### src/rtl/banded_symmetric_matvec_unit_assert.svh
// Assertion helpers for the banded symmetric matvec unit.
// Both macros sample on clk and are disabled while rst_n is low.
`ifndef BANDED_SYMMETRIC_MATVEC_UNIT_ASSERT_SVH
`define BANDED_SYMMETRIC_MATVEC_UNIT_ASSERT_SVH

// Consequent must hold in the same cycle as the antecedent.
`define BSMV_ASSERT_SAME(name, ante, cons, msg) \
  name: assert property (@(posedge clk) disable iff (!rst_n) (ante) |-> (cons)) \
    else $error(msg);

// Consequent must hold in the cycle after the antecedent.
`define BSMV_ASSERT_NEXT(name, ante, cons, msg) \
  name: assert property (@(posedge clk) disable iff (!rst_n) (ante) |=> (cons)) \
    else $error(msg);

`endif

### src/rtl/bsmv_pkg.sv
package bsmv_pkg;

  // Storage geometry
  localparam int MAX_ORDER     = 4096;
  localparam int NUM_DIAGONALS = 5;
  localparam int OFFSET_REGS   = 4;
  localparam int DIAG_LIMIT    = (NUM_DIAGONALS < OFFSET_REGS + 1) ?
                                 NUM_DIAGONALS : OFFSET_REGS + 1;
  localparam int ADDR_W        = $clog2(MAX_ORDER);
  localparam int ORD_W         = $clog2(MAX_ORDER + 1);
  localparam int BANK_W        = (NUM_DIAGONALS > 1) ? $clog2(NUM_DIAGONALS) : 1;

  // Query schedule: main term plus a lower and an upper term per off-diagonal,
  // then a drain of the read and multiply registers.
  localparam int TERMS     = 2 * DIAG_LIMIT - 1;
  localparam int LAST_STEP = TERMS + 1;
  localparam int STEP_W    = $clog2(LAST_STEP + 1);

  // Field widths
  localparam int ACT_W  = 2;
  localparam int ROW_W  = 12;
  localparam int VAL_W  = 32;
  localparam int STAT_W = 2;
  localparam int DIM_W  = 13;
  localparam int DCNT_W = 3;
  localparam int OFF_W  = 12;
  localparam int CIDX_W = 3;
  localparam int CDAT_W = 13;

  // Arithmetic: Q24.40 products, exact sum of up to TERMS of them
  localparam int PROD_W = 2 * VAL_W;
  localparam int ACC_W  = PROD_W + $clog2(TERMS + 1);
  localparam int FRAC_W = 20;

  // Actions
  localparam logic [ACT_W-1:0] ACT_ENTRY  = 2'd0;
  localparam logic [ACT_W-1:0] ACT_VECTOR = 2'd1;
  localparam logic [ACT_W-1:0] ACT_QUERY  = 2'd2;

  // Status codes
  localparam logic [STAT_W-1:0] ST_OK     = 2'd0;
  localparam logic [STAT_W-1:0] ST_RANGE  = 2'd1;
  localparam logic [STAT_W-1:0] ST_NODIAG = 2'd2;

  // Configuration register indexes
  localparam logic [CIDX_W-1:0] CFG_DIMENSION = 3'd0;
  localparam logic [CIDX_W-1:0] CFG_DIAG_CNT  = 3'd1;
  localparam logic [CIDX_W-1:0] CFG_OFFSET_1  = 3'd2;
  localparam logic [CIDX_W-1:0] CFG_OFFSET_2  = 3'd3;
  localparam logic [CIDX_W-1:0] CFG_OFFSET_3  = 3'd4;
  localparam logic [CIDX_W-1:0] CFG_OFFSET_4  = 3'd5;

  // Control from the sequencer to the MAC unit
  typedef struct packed {
    logic clr;      // zero product and accumulator
    logic term_ok;  // read data in this cycle is a term in range
    logic acc_en;   // fold the product register into the accumulator
  } mac_ctl_t;

endpackage

### src/rtl/bsmv_mac.sv
module bsmv_mac (
  input  logic                            clk,
  input  bsmv_pkg::mac_ctl_t              ctl,
  input  logic signed [bsmv_pkg::VAL_W-1:0] coef,
  input  logic signed [bsmv_pkg::VAL_W-1:0] vec,
  output logic signed [bsmv_pkg::VAL_W-1:0] result
);

  localparam int RND_W = bsmv_pkg::ACC_W - bsmv_pkg::FRAC_W;
  localparam logic signed [RND_W-1:0] SAT_HI = RND_W'((64'sd1 <<< (bsmv_pkg::VAL_W - 1)) - 1);
  localparam logic signed [RND_W-1:0] SAT_LO = RND_W'(-(64'sd1 <<< (bsmv_pkg::VAL_W - 1)));
  localparam logic signed [bsmv_pkg::ACC_W-1:0] HALF_LSB =
    bsmv_pkg::ACC_W'(64'sd1 <<< (bsmv_pkg::FRAC_W - 1));

  logic signed [bsmv_pkg::PROD_W-1:0] prod_r;
  logic signed [bsmv_pkg::ACC_W-1:0]  acc_r;
  logic signed [bsmv_pkg::ACC_W-1:0]  acc_rnd;
  logic signed [RND_W-1:0]            q_rnd;

  // multiply stage (signed 32x32 to 64), then exact accumulate
  always_ff @(posedge clk) begin
    if (ctl.clr) begin
      prod_r <= '0;
      acc_r  <= '0;
    end else begin
      if (ctl.term_ok) begin
        prod_r <= coef * vec;
      end else begin
        prod_r <= '0;
      end
      if (ctl.acc_en) begin
        acc_r <= acc_r + bsmv_pkg::ACC_W'(prod_r);
      end
    end
  end

  // round half up to Q12.20, then saturate
  always_comb begin
    acc_rnd = acc_r + HALF_LSB;
    q_rnd   = acc_rnd[bsmv_pkg::ACC_W-1:bsmv_pkg::FRAC_W];
    if (q_rnd > SAT_HI) begin
      result = SAT_HI[bsmv_pkg::VAL_W-1:0];
    end else if (q_rnd < SAT_LO) begin
      result = SAT_LO[bsmv_pkg::VAL_W-1:0];
    end else begin
      result = q_rnd[bsmv_pkg::VAL_W-1:0];
    end
  end

endmodule

### config.mk
export PLATFORM = sky130hd
export DESIGN_NAME = bsmv_mac
export DESIGN_NICKNAME = d
export VERILOG_FILES = /design/src/rtl/banded_symmetric_matvec_unit_assert.svh /design/src/rtl/bsmv_pkg.sv /design/src/rtl/bsmv_mac.sv
export SDC_FILE = /design/constraint.sdc
export NUM_CORES = 2
export LEC_CHECK = 0
export BUFFER_PORTS_ARGS = -buffer_cell sky130_fd_sc_hd__buf_2
export CAP_MARGIN = 10
export CORE_UTILIZATION = 54
export CTS_CLUSTER_DIAMETER = 30
export DETAILED_ROUTE_END_ITERATION = 8
export GPL_ROUTABILITY_DRIVEN = 0
export GPL_TIMING_DRIVEN = 0
export PLACE_DENSITY = 0.79
export SLEW_MARGIN = 10
export SYNTH_ARGS = -nofsm -noshare
export SYNTH_HDL_FRONTEND = slang
export SYNTH_SLANG_ARGS = --single-unit
### constraint.sdc
create_clock -name clk -period 13.99 [get_ports clk]
set_input_delay 0.6995 -clock clk [delete_from_list [all_inputs] [get_ports clk]]
set_output_delay 0.6995 -clock clk [all_outputs]
set_load 0.005 [all_outputs]
==> out/qor.yml <==
postRouteAntennaNets: 0
drt_iter0_drc: 4120
r2r-start: "acc_r[0]"
slowest_stage: "clkbuf_1"
hold_ws_ns: 0.504
top_level_ports: 100
wl_mm: 151
end_kind: "flop"
setup_viol: 0
synthCells: 5093
synth_most_common_cell: "fa_1"
post_cts_resized: 0
die_area_um2: 85800
fp.dieH_um: 293
dp.final_hpwl_mm: 126
multi_input_area_um2: 38200
finalClockSkew_ns: 0.0117
rsz0062_at_grt: "false"
layout-drive-gt1-share_pct: 3.81
synth.avg_cell_area_um2: 8.97
postCtsSetupRepairBufs: 0
num_vias: 37500
crit_top_cell: "fa_1"
root_buffer: "clkbuf_16"
drt_first_pass_iters: 7
worstHoldStart: "acc_r[13]"
nets: 6613
yosys_warnings: 0
fillerInstances: 7120
synth_common_cells: "1083 x fa_1, 1006 x inv_1, 617 x nand2_1, 533 x and2_1, 255 x clkbuf_1"
synth_top_area_share_pct: 47.4
clkSinkCount: 132
drc: 0
hold_violations: 0
slew_viol_final: 0
syn_area_um2: 45700
criticalPathCategory: "in2reg"
hold_path.class: "reg2reg"
core-area_um2: 83700
ys_seq_area_share_pct: 5.78
fmax_mhz: 106
place_ws_ns: 4.41
critical_path_buf_inv_count: 5
start_util_pct: 54.6
yosysTopAreaCell: "fa_1"
num_rows: 106
cp.required_ns: 14.28
finalInstanceArea_um2: 48200
syn_nets: 6496
tns_ns: 0
arrival_ns: 9.73
async_flop_share_pct: 0
min_period_ns: 9.44
synth_top_cells_by_area: "fa_1 47%, inv_1 8.3%, and2_1 7.3%"
startpoint: "vec[31]"
synth_ff_type: "dfxtp_1"
cts_tree: "done"
slowest_delay_ns: 0.89
start_kind: "input port"
setup_slack_ns: 4.55
cp_max_fo: 10
cts_hold_buf: 0
cts.reportedPaths.clkPinSlew_ns: 0.07
die_x_um: 293
grt_max_degree: 21
wl_per_cell_um: 23.7
synth_cell_types: 80
min_period_over_period_pct: 67.5
placed_area_um2: 47600
clock_latency_ns: 0.43
cts_buffer_depth: 2
worst_slew_pin_slew_ns: 1.33
ys_ff_latch: 132
viasPerCell: 5.89
slew_headroom_pct: 11.6
grt_pass1_wl_mm: 231
grt_pass1_vias: 38800
cts.htree.levels: 4
cts_buffers: 17
maxCapViolations: 0
synth_edf_count: 0
ff_latch_area_um2: 2640
track_usage_pct: 36.3
port_buffers: 98
antenna_found_initial: 17
syn_to_final_growth_pct: 5.50
grt-ovfl-total: 0
outcome: "finished, final reports clean"
path_delay_family: "adder cells"
-- cell type report --
class / instances / area share [%]
Tap cell: 1134 / 2.94
Antenna cell: 12 / 0.0623
Clock buffer: 18 / 0.890
Inverter: 1006 / 7.83
Timing Repair Buffer: 98 / 1.02
Clock inverter: 14 / 0.293
Buffer: 274 / 2.29
Multi-Input combinational cell: 3681 / 79.2
Sequential cell: 132 / 5.48
-- registers in the layout, indices dropped and copies added (netlist names) --
| signal | flops |
|---|---|
| prod_r | 64 |
| acc_r | 68 |
-- through the flow --
stage	util [%]	cells
floorplan	-	5093
global placement	56.9	6325
detailed placement	56.9	6325
CTS	57.6	6357
global route	57.6	6359
finish	57.6	6369
-- path summary, 6_finish.rpt --
path / to / cells after the start / slack (ns)
worst min register to register: acc_r[13] / 2 / 0.50
worst min-delay path: acc_r[13] / 2 / 0.50
worst max-delay path: prod_r[56] / 25 / 4.55
worst max register to register: acc_r[62] / 13 / 9.70
-- layout by cell type (no fill, tap or decap), drive strengths merged, types with 121 or more instances in the layout --
cell type / instances
and2: 534
nand2: 618
a21oi: 160
fa: 1083
o21ai: 121
inv: 1013
dfxtp: 132
clkbuf: 277
nor2: 213
ha: 252
-- worst register-to-register path, stage by stage, from the launching register on --
cell and delay (ns):
dfxtp_1 0.34, ha_1 0.19, inv_1 0.06, fa_1 0.41
nor2b_1 0.18, o211ai_1 0.16, a31oi_1 0.28, nor2b_1 0.13
o31ai_1 0.42, a21oi_1 0.26, o41ai_2 0.68, a21oi_1 0.42
or4_1 0.61, nand3_1 0.09
-- routing by layer --
layer	track usage [%]	wire [µm]	vias to the layer above
met2	52.6	62100	2764
met1	44.8	52500	18300
li1	-	-	15600
met3	14.3	23000	776
met4	24.1	13200	10
met5	0	70	-
-- cell families (layout without fill, tap and decap cells) --
logic type	Yosys count	after routing	share of synthesized area (%)
other	0	12	0
buffers and inverters	1280	1410	10.7
muxes	45	45	0.988
and+or+nand+nor	1607	1607	17.5
xor gates and xnor gates	162	162	3.11
AOI/OAI and AO/OA	532	532	7.60
DFF	132	132	5.78
adders and majority gates	1335	1335	54.3
Power is not shown: default switching activity piles up to over one toggle a cycle in this logic, so the estimate is an artifact.
